## config.mk

```make
export PLATFORM = sky130hd
export DESIGN_NAME = ber_tlv_stream_parser
export DESIGN_NICKNAME = d
export VERILOG_FILES = /design/src/rtl/btp_pkg.sv /design/src/rtl/btp_cell.sv /design/src/rtl/btp_stack.sv /design/src/rtl/ber_tlv_stream_parser.sv
export SDC_FILE = /design/constraint.sdc
export NUM_CORES = 2
export LEC_CHECK = 0
export BUFFER_PORTS_ARGS = -buffer_cell sky130_fd_sc_hd__buf_2
export CORE_MARGIN = 4
export CORE_UTILIZATION = 40
export DETAILED_ROUTE_END_ITERATION = 7
export PLACE_DENSITY_LB_ADDON = 0.1
export SETUP_SLACK_MARGIN = 0.2
export SLEW_MARGIN = 20
export SYNTH_ARGS = -nofsm -noshare
export SYNTH_HDL_FRONTEND = slang
export SYNTH_SLANG_ARGS = --single-unit
export TNS_END_PERCENT = 5
```

## constraint.sdc

```tcl
create_clock -name clock -period 65.7 [get_ports clock]
set_input_delay 0 -clock clock [delete_from_list [all_inputs] [get_ports clock]]
set_output_delay 0 -clock clock [all_outputs]
set_load 0.05 [all_outputs]
```

## src/rtl/btp_pkg.sv

```systemverilog
// Shared types and constants of the BER TLV stream parser.
`default_nettype none
package btp_pkg;

   localparam int DEF_MAX_DEPTH      = 16;
   localparam int DEF_MAX_LEN_OCTETS = 4;
   localparam int DEF_TAG_BITS       = 28;

   localparam int TAG_OUT_W = 28;
   localparam int LEN_OUT_W = 32;
   localparam int CNT_OUT_W = 5;

   typedef enum logic [2:0] {
      KIND_HEADER  = 3'd0,
      KIND_HDONE   = 3'd1,
      KIND_CONTENT = 3'd2,
      KIND_EOC     = 3'd3,
      KIND_ERROR   = 3'd4,
      KIND_IGNORED = 3'd5
   } kind_type;

   typedef enum logic [2:0] {
      ERR_NONE      = 3'd0,
      ERR_HDR_LIMIT = 3'd1,
      ERR_LEN_OCTS  = 3'd2,
      ERR_TAG_LONG  = 3'd3,
      ERR_TOO_DEEP  = 3'd4,
      ERR_OVERRUN   = 3'd5
   } err_type;

   typedef enum logic [2:0] {
      PH_TAG  = 3'd0,
      PH_TAGX = 3'd1,
      PH_LEN1 = 3'd2,
      PH_LENX = 3'd3,
      PH_DATA = 3'd4,
      PH_DONE = 3'd5,
      PH_ERR  = 3'd6
   } phase_type;

   typedef enum logic [0:0] {
      ST_IDLE = 1'b0,
      ST_POP  = 1'b1
   } ctrl_type;

   typedef struct packed {
      logic push;
      logic pop;
      logic push_indef;
   } stack_op_type;

endpackage
`default_nettype wire

```

## src/rtl/btp_cell.sv

```systemverilog
// One entry of the shifting container stack.
`default_nettype none
module btp_cell #(
   parameter int W = 33
) (
   input  wire                   clock,
   input  btp_pkg::stack_op_type op,
   input  wire  [W-1:0]          up_end,
   input  wire                   up_indef,
   input  wire  [W-1:0]          down_end,
   input  wire                   down_indef,
   output logic [W-1:0]          end_q,
   output logic                  indef_q
);
   import btp_pkg::*;

   logic [W-1:0] end_ff, end_in;
   logic         indef_ff, indef_in;

   always_comb begin
      end_in   = end_ff;
      indef_in = indef_ff;
      if (op.push) begin
         end_in   = up_end;
         indef_in = up_indef;
      end else if (op.pop) begin
         end_in   = down_end;
         indef_in = down_indef;
      end
   end

   always_ff @(posedge clock) begin
      end_ff   <= end_in;
      indef_ff <= indef_in;
   end

   assign end_q   = end_ff;
   assign indef_q = indef_ff;
endmodule
`default_nettype wire

```

## src/rtl/btp_stack.sv

```systemverilog
// Row of stack cells; the innermost open container sits in cell zero.
`default_nettype none
module btp_stack #(
   parameter int DEPTH = 16,
   parameter int W     = 33
) (
   input  wire                   clock,
   input  btp_pkg::stack_op_type op,
   input  wire  [W-1:0]          push_end,
   output logic [W-1:0]          top_end,
   output logic                  top_indef
);
   import btp_pkg::*;

   logic [W-1:0] end_q   [DEPTH];
   logic         indef_q [DEPTH];

   for (genvar i = 0; i < DEPTH; i++) begin : g_cell
      logic [W-1:0] up_e, dn_e;
      logic         up_i, dn_i;
      if (i == 0) begin : g_head
         assign up_e = push_end;
         assign up_i = op.push_indef;
      end else begin : g_body
         assign up_e = end_q[i-1];
         assign up_i = indef_q[i-1];
      end
      if (i == DEPTH - 1) begin : g_tail
         assign dn_e = end_q[i];
         assign dn_i = indef_q[i];
      end else begin : g_mid
         assign dn_e = end_q[i+1];
         assign dn_i = indef_q[i+1];
      end
      btp_cell #(.W(W)) u_cell (
         .clock      (clock),
         .op         (op),
         .up_end     (up_e),
         .up_indef   (up_i),
         .down_end   (dn_e),
         .down_indef (dn_i),
         .end_q      (end_q[i]),
         .indef_q    (indef_q[i])
      );
   end

   assign top_end   = end_q[0];
   assign top_indef = indef_q[0];
endmodule
`default_nettype wire

```

## src/rtl/ber_tlv_stream_parser.sv

```systemverilog
// Top level of the BER TLV stream parser.
//
// Bytes enter on the req_ channel (req_in_byte, req_first) and each gives
// exactly one result beat on the rsp_ channel: its role, the tag and
// length decoded so far, the nesting depth, the echoed byte, how many
// containers close with it and a sticky error code.
// A byte is parsed in the cycle it is accepted. Unless it ends an element,
// its result is shown from the next cycle. When it ends an element, the
// container stack (a row of cells that shift on push and pop) pops one
// closing container per cycle, and the result appears once the cascade
// is over. A new byte is taken in the cycle the previous result is taken,
// so with a ready receiver bytes are taken back to back, but no byte is
// taken while the stack pops after a byte that ends an element.
// When the receiver stalls, the result holds and req_ready stays low.
// Reset empties the stack, clears the error, sets the budget register
// (csr_we / csr_wdata) to all ones and starts a new element.
`default_nettype none
module ber_tlv_stream_parser #(
   parameter int MAX_DEPTH      = btp_pkg::DEF_MAX_DEPTH,
   parameter int MAX_LEN_OCTETS = btp_pkg::DEF_MAX_LEN_OCTETS,
   parameter int TAG_BITS       = btp_pkg::DEF_TAG_BITS
) (
   input  wire         clock,
   input  wire         reset,
   input  wire         csr_we,
   input  wire  [31:0] csr_wdata,
   input  wire         req_valid,
   output logic        req_ready,
   input  wire  [7:0]  req_in_byte,
   input  wire         req_first,
   output logic        rsp_valid,
   input  wire         rsp_ready,
   output logic [2:0]  rsp_kind,
   output logic [1:0]  rsp_tag_class,
   output logic        rsp_constructed,
   output logic [27:0] rsp_tag_number,
   output logic [31:0] rsp_content_length,
   output logic        rsp_indefinite,
   output logic [4:0]  rsp_nest_depth,
   output logic [7:0]  rsp_data_out,
   output logic [4:0]  rsp_closed_count,
   output logic [2:0]  rsp_error_code
);
   import btp_pkg::*;

   localparam int POS_W   = 33;
   localparam int LEN_W   = 8 * MAX_LEN_OCTETS;
   localparam int CMP_W   = ((LEN_W > POS_W) ? LEN_W : POS_W) + 1;
   localparam int LVL_W   = $clog2(MAX_DEPTH + 1);
   localparam int CLOSE_W = $clog2(MAX_DEPTH + 2);
   localparam int OCT_W   = $clog2(MAX_LEN_OCTETS + 1);

   ctrl_type             state_ff, state_in;
   phase_type            phase_ff, phase_in;
   err_type              err_ff, err_in;
   logic [31:0]          limit_ff, limit_in;
   logic [POS_W-1:0]     pos_ff, pos_in, pos1_ff, pos1_in;
   logic [LVL_W-1:0]     level_ff, level_in;
   logic [TAG_BITS-1:0]  tag_ff, tag_in;
   logic [LEN_W-1:0]     len_ff, len_in;
   logic [OCT_W-1:0]     octs_ff, octs_in;
   logic [POS_W-1:0]     primend_ff, primend_in;
   logic [1:0]           cls_ff, cls_in;
   logic                 cons_ff, cons_in, indef_ff, indef_in, zero_ff, zero_in;

   logic                 rsp_valid_ff, rsp_valid_in;
   kind_type             rsp_kind_ff, rsp_kind_in;
   logic [1:0]           rsp_cls_ff, rsp_cls_in;
   logic                 rsp_cons_ff, rsp_cons_in, rsp_indef_ff, rsp_indef_in;
   logic [TAG_BITS-1:0]  rsp_tag_ff, rsp_tag_in;
   logic [LEN_W-1:0]     rsp_len_ff, rsp_len_in;
   logic [LVL_W-1:0]     rsp_depth_ff, rsp_depth_in;
   logic [7:0]           rsp_data_ff, rsp_data_in;
   logic [CLOSE_W-1:0]   rsp_closed_ff, rsp_closed_in;
   err_type              rsp_err_ff, rsp_err_in;

   stack_op_type         op;
   logic [POS_W-1:0]     push_end, top_end;
   logic                 top_indef;

   phase_type            e_phase;
   logic [POS_W-1:0]     e_pos, e_pos1, bound, room;
   logic [LVL_W-1:0]     e_level;
   err_type              e_err, fail;
   kind_type             kind;
   logic                 done, fin, cascade;
   logic [CLOSE_W-1:0]   closed_base;
   logic [OCT_W-1:0]     octs_dec;
   logic [6:0]           nocts;
   logic [7:0]           b;

   btp_stack #(.DEPTH(MAX_DEPTH), .W(POS_W)) u_stack (
      .clock     (clock),
      .op        (op),
      .push_end  (push_end),
      .top_end   (top_end),
      .top_indef (top_indef)
   );

   assign req_ready = (state_ff == ST_IDLE) && (!rsp_valid_ff || rsp_ready);
   assign cascade   = (level_ff != '0) && !top_indef && (top_end == pos_ff);
   assign b         = req_in_byte;
   assign nocts     = req_in_byte[6:0];

   always_comb begin
      state_in = state_ff;  phase_in = phase_ff;  err_in = err_ff;
      limit_in = limit_ff;  pos_in = pos_ff;  pos1_in = pos1_ff;
      level_in = level_ff;  tag_in = tag_ff;  len_in = len_ff;
      octs_in = octs_ff;  primend_in = primend_ff;  cls_in = cls_ff;
      cons_in = cons_ff;  indef_in = indef_ff;  zero_in = zero_ff;
      rsp_valid_in = rsp_valid_ff & ~rsp_ready;
      rsp_kind_in = rsp_kind_ff;  rsp_cls_in = rsp_cls_ff;
      rsp_cons_in = rsp_cons_ff;  rsp_indef_in = rsp_indef_ff;
      rsp_tag_in = rsp_tag_ff;  rsp_len_in = rsp_len_ff;
      rsp_depth_in = rsp_depth_ff;  rsp_data_in = rsp_data_ff;
      rsp_closed_in = rsp_closed_ff;  rsp_err_in = rsp_err_ff;
      op = '0;  push_end = '0;
      e_phase = req_first ? PH_TAG : phase_ff;
      e_pos   = req_first ? '0 : pos_ff;
      e_pos1  = req_first ? POS_W'(1) : pos1_ff;
      e_level = req_first ? '0 : level_ff;
      e_err   = req_first ? ERR_NONE : err_ff;
      bound   = (e_level != '0) ? top_end : POS_W'(limit_ff);
      room    = bound - e_pos1;
      fail = ERR_NONE;  kind = KIND_HEADER;  done = 1'b0;  fin = 1'b0;
      closed_base = '0;
      octs_dec = (octs_ff != '0) ? octs_ff - OCT_W'(1) : '0;

      if (csr_we) limit_in = csr_wdata;

      unique case (state_ff)
         ST_IDLE: begin
            if (req_valid && req_ready) begin
               phase_in = e_phase;  pos_in = e_pos;  pos1_in = e_pos1;
               level_in = e_level;  err_in = e_err;
               if (e_phase == PH_DONE) begin
                  kind = KIND_IGNORED;
               end else if (e_phase == PH_ERR) begin
                  kind = KIND_IGNORED;
               end else begin
                  pos_in  = e_pos1;
                  pos1_in = e_pos1 + POS_W'(1);
                  unique case (e_phase)
                     PH_TAG: begin
                        cls_in = b[7:6];  cons_in = b[5];  zero_in = (b == 8'h00);
                        indef_in = 1'b0;  len_in = '0;
                        tag_in = TAG_BITS'(b[4:0]);
                        if (e_pos1 >= bound) fail = ERR_HDR_LIMIT;
                        else if (b[4:0] == 5'h1f) begin
                           tag_in = '0;  phase_in = PH_TAGX;
                        end else phase_in = PH_LEN1;
                     end
                     PH_TAGX: begin
                        if (e_pos1 >= bound) fail = ERR_HDR_LIMIT;
                        else if (tag_ff[TAG_BITS-1 -: 7] != 7'd0) fail = ERR_TAG_LONG;
                        else begin
                           tag_in = TAG_BITS'({tag_ff, b[6:0]});
                           if (!b[7]) phase_in = PH_LEN1;
                        end
                     end
                     PH_LEN1: begin
                        if (zero_ff && b == 8'h00 && e_level != '0 && top_indef) begin
                           if (e_pos1 > bound) fail = ERR_HDR_LIMIT;
                           else begin
                              // close the innermost indefinite container
                              kind = KIND_EOC;  op.pop = 1'b1;
                              level_in = e_level - LVL_W'(1);
                              closed_base = CLOSE_W'(1);  fin = 1'b1;
                           end
                        end else if (b[7]) begin
                           if (nocts == 7'd0) begin
                              indef_in = 1'b1;  done = 1'b1;
                           end else if (nocts > 7'(MAX_LEN_OCTETS)) fail = ERR_LEN_OCTS;
                           else if (e_pos1 >= bound) fail = ERR_HDR_LIMIT;
                           else begin
                              octs_in = OCT_W'(nocts);  len_in = '0;  phase_in = PH_LENX;
                           end
                        end else begin
                           len_in = LEN_W'(b);  done = 1'b1;
                        end
                     end
                     PH_LENX: begin
                        len_in  = LEN_W'({len_ff, b});
                        octs_in = octs_dec;
                        if (octs_dec != '0) begin
                           if (e_pos1 >= bound) fail = ERR_HDR_LIMIT;
                        end else done = 1'b1;
                     end
                     default: begin
                        kind = KIND_CONTENT;
                        if (e_pos1 >= primend_ff) fin = 1'b1;
                     end
                  endcase

                  if (done) begin
                     kind = KIND_HDONE;
                     if (indef_in) begin
                        if (!cons_in) fail = ERR_LEN_OCTS;
                        else if (e_pos1 >= bound) fail = ERR_HDR_LIMIT;
                        else if (e_level >= LVL_W'(MAX_DEPTH)) fail = ERR_TOO_DEEP;
                        else begin
                           op.push = 1'b1;  op.push_indef = 1'b1;  push_end = bound;
                           level_in = e_level + LVL_W'(1);  phase_in = PH_TAG;
                        end
                     end else if (e_pos1 > bound) fail = ERR_HDR_LIMIT;
                     else if (CMP_W'(len_in) > CMP_W'(room)) fail = ERR_OVERRUN;
                     else if (cons_in) begin
                        if (len_in == '0) begin
                           closed_base = CLOSE_W'(1);  fin = 1'b1;
                        end else if (e_level >= LVL_W'(MAX_DEPTH)) fail = ERR_TOO_DEEP;
                        else begin
                           op.push = 1'b1;  push_end = e_pos1 + POS_W'(len_in);
                           level_in = e_level + LVL_W'(1);  phase_in = PH_TAG;
                        end
                     end else if (len_in == '0) fin = 1'b1;
                     else begin
                        primend_in = e_pos1 + POS_W'(len_in);  phase_in = PH_DATA;
                     end
                  end

                  if (fail != ERR_NONE) begin
                     kind = KIND_ERROR;  phase_in = PH_ERR;  err_in = fail;
                     fin = 1'b0;  op = '0;  level_in = e_level;
                  end
               end

               rsp_kind_in   = kind;
               rsp_depth_in  = e_level;
               rsp_data_in   = b;
               rsp_closed_in = closed_base;
               rsp_err_in    = (e_phase == PH_ERR) ? e_err : fail;
               if (kind == KIND_ERROR || kind == KIND_IGNORED) begin
                  rsp_cls_in = '0;  rsp_cons_in = 1'b0;  rsp_tag_in = '0;
                  rsp_len_in = '0;  rsp_indef_in = 1'b0;
               end else begin
                  rsp_cls_in = cls_in;  rsp_cons_in = cons_in;  rsp_tag_in = tag_in;
                  rsp_len_in = len_in;  rsp_indef_in = indef_in;
               end
               if (fin) state_in = ST_POP;
               else rsp_valid_in = 1'b1;
            end
         end
         ST_POP: begin
            // pop one definite container ending at this position per cycle
            if (cascade) begin
               op.pop = 1'b1;
               level_in = level_ff - LVL_W'(1);
               rsp_closed_in = rsp_closed_ff + CLOSE_W'(1);
            end else begin
               phase_in = (level_ff == '0) ? PH_DONE : PH_TAG;
               rsp_valid_in = 1'b1;
               state_in = ST_IDLE;
            end
         end
         default: state_in = ST_IDLE;
      endcase
   end

   always_ff @(posedge clock) begin
      if (reset) begin
         state_ff <= ST_IDLE;  phase_ff <= PH_TAG;  err_ff <= ERR_NONE;
         limit_ff <= '1;  pos_ff <= '0;  pos1_ff <= POS_W'(1);
         level_ff <= '0;  rsp_valid_ff <= 1'b0;
      end else begin
         state_ff <= state_in;  phase_ff <= phase_in;  err_ff <= err_in;
         limit_ff <= limit_in;  pos_ff <= pos_in;  pos1_ff <= pos1_in;
         level_ff <= level_in;  rsp_valid_ff <= rsp_valid_in;
      end
   end

   always_ff @(posedge clock) begin
      tag_ff <= tag_in;  len_ff <= len_in;  octs_ff <= octs_in;
      primend_ff <= primend_in;  cls_ff <= cls_in;  cons_ff <= cons_in;
      indef_ff <= indef_in;  zero_ff <= zero_in;
      rsp_kind_ff <= rsp_kind_in;  rsp_cls_ff <= rsp_cls_in;
      rsp_cons_ff <= rsp_cons_in;  rsp_indef_ff <= rsp_indef_in;
      rsp_tag_ff <= rsp_tag_in;  rsp_len_ff <= rsp_len_in;
      rsp_depth_ff <= rsp_depth_in;  rsp_data_ff <= rsp_data_in;
      rsp_closed_ff <= rsp_closed_in;  rsp_err_ff <= rsp_err_in;
   end

   logic [TAG_BITS+TAG_OUT_W-1:0] tag_wide;
   logic [LEN_W+LEN_OUT_W-1:0]    len_wide;
   logic [LVL_W+CNT_OUT_W-1:0]    depth_wide;
   logic [CLOSE_W+CNT_OUT_W-1:0]  closed_wide;

   assign tag_wide    = {{TAG_OUT_W{1'b0}}, rsp_tag_ff};
   assign len_wide    = {{LEN_OUT_W{1'b0}}, rsp_len_ff};
   assign depth_wide  = {{CNT_OUT_W{1'b0}}, rsp_depth_ff};
   assign closed_wide = {{CNT_OUT_W{1'b0}}, rsp_closed_ff};

   assign rsp_valid          = rsp_valid_ff;
   assign rsp_kind           = rsp_kind_ff;
   assign rsp_tag_class      = rsp_cls_ff;
   assign rsp_constructed    = rsp_cons_ff;
   assign rsp_tag_number     = tag_wide[TAG_OUT_W-1:0];
   assign rsp_content_length = len_wide[LEN_OUT_W-1:0];
   assign rsp_indefinite     = rsp_indef_ff;
   assign rsp_nest_depth     = depth_wide[CNT_OUT_W-1:0];
   assign rsp_data_out       = rsp_data_ff;
   assign rsp_closed_count   = closed_wide[CNT_OUT_W-1:0];
   assign rsp_error_code     = rsp_err_ff;
endmodule
`default_nettype wire

```

==> metrics.md <==
| Metric | Value |
|---|---|
| TritonCTS clock tree | yes |
| CTS sink count | 844 |
| RSZ-0062 raised after global routing | no |
| Core Area | 103500 µm² |
| Vias in the first global route | 26430 |
| Design Area, Final | 47340 µm² |
| Max Fclk | 85.17 MHz |
| Routed len/inst | 22.37 µm |
| Critical path type | flip-flop to flip-flop |
| Top cell type's share of synthesized area | 0.5281 |
| PortBufs | 135 |
| Hold Crit Class | primary input to flip-flop |
| Ant diodes | 0 |
| Initial core utilization | 0.4027 |
| First drt pass iteration count | 6 |
| Final Power | 1.248 mW |
| First-pass GRT wire length | 162500 µm |
| Startpoint types | flip-flop |
| Final period util | 0.1787 |
| Crit path time final | 11740 ps |
| Post-synth EDFFs | 733 |
| Flops & latches, synth | 844 |
| DP Worst Slack | 53210 ps |
| P per Cell Area | 26.37 nW/µm² |
| Clk pwr share | 0.420 |
| Mapped Cells | 3210 |
| # IOs | 136 |
| CTS Buf Count | 95 |
| Max IR drop VDD | 0.01996 mV |
| CP most frequent cell | buf_4 |
| Global-route total usage across every layer | 0.1937 |
| Post-Syn Area | 41680 µm² |
| Final worst slack | 53960 ps |
| Syn_nets | 3395 |
| Final setup viols | 0 |
| Net Sw Frac | 0.2521 |
| Die ar. | 109400 µm² |
| Crit end category | flip-flop |
| DP Cell Count | 4621 |
| Sw power | 0.3147 mW |
| Post-Place Cell Area | 43780 µm² |
| Internal | 0.9337 mW |
| Initial DRC count | 2248 |
| Routed vias/inst | 5.505 |
| Worst-path fanout max | 92 |
| Die width | 330.8 µm |
| Main flop type after synthesis | edfxtp_1 |
| Worst EP arrival | 12030 ps |
| CP Data Required Time | 65980 ps |
| Pleak | 14.35 nW |
| Pin count of the biggest net entering global routing | 186 |
| Asr flop ratio synth | 0 |
| Share of cells above drive strength 1 | 0.1127 |
| Mean Syn Cell Area | 12.98 µm² |
| # fillers | 9359 |
| Max-cap violations | 0 |
| Total gr overflow | 0 |
| Final setup TNS | 0 ps |
| Clock buffer depth | 3 |
| Seq/Total Area, Yosys | 0.5814 |
| Clock Skew | 30.00 ps |
| Synth warn | 0 |
| Yosys cell types | 81 |
| Slew HR | 0.2041 |
| Routed via count | 26650 |
| Worst R2R Path Depth | 29 |
| Post-Route Utilization | 0.4574 |
| Htree depth | 3 |
| Layout Cells excl Fill | 4841 |
| CTS clk-pin slew, worst paths | 60 ps |
| Area delta synth->final | 13.57% |
| Final net count | 3565 |
| Die H | 330.8 µm |
| Most area-consuming cells after synthesis | edfxtp_1, mux2_1, dfxtp_1 |
| Worst-margin pin slew | 1194 ps |
| HPWL after DPL | 76930 µm |
| Residual DRC | 0 |
| Clk Latency, worst-skew pair | 680 ps |
| Worst hold slack | 100.4 ps |
| Std cell rows | 118 |
| Hold path depth | 4 |
| Clock root cell | clkbuf_16 |
| Combinational power share | 0.097 |
| Hold Vio Cnt, Final | 0 |
| Max stage delay on crit path | 860 ps |
| Setup Fix Bufs, Post-CTS | 0 |
| Sequential power share | 0.482 |
| Slowest CP cell | buf_4 |
| Yosys top cell by area | edfxtp_1 |
| Initial antenna violation count | 9 |
| Status | completed |
| Routed WL | 108300 µm |
| Final Max Tran Viols | 0 |
| Routability cong. | 0.9007 |
| Post-cts resize count | 0 |
| Antenna-violating nets left | 0 |
-- state kept, by name (all words and copies together), names as in the netlist, 2 cells and up --
signal	flops
cls_ff	2
err_ff	3
len_ff	32
level_ff	5
limit_ff	32
octs_ff	3
phase_ff	3
pos1_ff	33
pos_ff	33
primend_ff	33
rsp_closed_count	5
rsp_content_length	32
rsp_data_out	8
rsp_error_code	3
rsp_kind	3
rsp_nest_depth	5
rsp_tag_class	2
rsp_tag_number	28
tag_ff	28
u_stack.g_cell.u_cell.end_q	528
u_stack.g_cell.u_cell.indef_q	16
-- cell usage after synthesis (all sizes together) (14+ instances only) --
cell type and instances:
a211oi 20, a21o 44, a21oi 128, a22o 82, a22oi 28, a31oi 17, and3 81, buf 67
clkbuf 88, dfxtp 111, edfxtp 733, ha 137, inv 105, mux2 508, mux2i 38, nand2 273
nand2b 19, nand3 51, nand4 41, nor2 158, nor2b 29, nor3 23, nor4 14, o21a 18
o21ai 99, xnor2 89, xor2 34
-- metal layers --
| layer | GRT usage | vias to the layer above | part of all wire |
|---|---|---|---|
| met1 | 0.2646 | 13210 | 0.45 |
| li1 | - | 12490 | - |
| met5 | 0 | - | 0 |
| met3 | 0.03735 | 180 | 0.058 |
| met4 | 0.06635 | 0 | 0.034 |
| met2 | 0.3099 | 767 | 0.46 |
-- critical path, delay by kind of cell (launching register included) --
kind | cells | cell delay, ps
fa+ha+maj | 3 | 910
compound gates | 7 | 1840
flops | 1 | 390
simple gates | 12 | 3530
buf+inv | 6 | 3980
mux | 1 | 420
-- layout by cell type, fill, tap and decap left out, drive strengths merged, types with 18 or more instances in the layout --
master,count
a211oi,20
a21o,44
a21oi,128
a22o,82
a22oi,28
and3,81
buf,186
clkbuf,124
clkinv,45
dfxtp,111
dlygate4sd3,42
edfxtp,733
ha,137
inv,108
mux2,508
mux2i,38
nand2,273
nand2b,19
nand3,51
nand4,41
nor2,158
nor2b,29
nor3,23
o21a,18
o21ai,99
xnor2,89
xor2,34
-- what timing repair did --
action / 4_1_cts / 5_1_grt
endpoints found under the setup margin: 0 / 0
hold endpoints to repair: 71 / 0
hold buffers: 42 / 0
-- worst paths after layout --
check | from | endpoint | slack (ps)
min | csr_wdata[17] | limit_ff[17] | 100
min reg2reg | u_stack.g_cell[14].u_cell.indef_q | u_stack.g_cell[15].u_cell.indef_q | 450
max reg2reg | level_ff[1] | u_stack.g_cell[6].u_cell.end_q[21] | 53960
max | level_ff[1] | u_stack.g_cell[6].u_cell.end_q[21] | 53960
-- cell type report --
| cell class | count | area [µm²] | area share |
|---|---|---|---|
| sequential | 844 | 24230 | 0.5119 |
| inverter | 107 | 406.6 | 0.008591 |
| multi-input combinational | 2104 | 16350 | 0.3455 |
| timing repair buffer | 228 | 1503 | 0.03175 |
| clock buffer | 124 | 2631 | 0.05559 |
| clock inverter | 54 | 480.5 | 0.01015 |
| tap | 1380 | 1727 | 0.03648 |
-- power groups by stage --
stage / clock network (mW) / registers, mW / logic, mW
after global placement: 0 / 0.613 / 0.118
final: 0.525 / 0.602 / 0.122
after global routing: 0.565 / 0.603 / 0.130
after CTS: 0.542 / 0.602 / 0.121
after floorplan: 0 / 0.632 / 0.0628
after detailed placement: 0 / 0.613 / 0.119
-- logic make-up after synthesis --
family,share of synthesized area
AOI/OAI and AO/OA,0.09159
xor gates and xnor gates,0.02585
adders and majority gates,0.04209
buffers and inverters,0.02807
DFF,0.5814
muxes,0.1464
and+or+nand+nor,0.08460
Note: power is estimated with default switching activity, not from simulation.
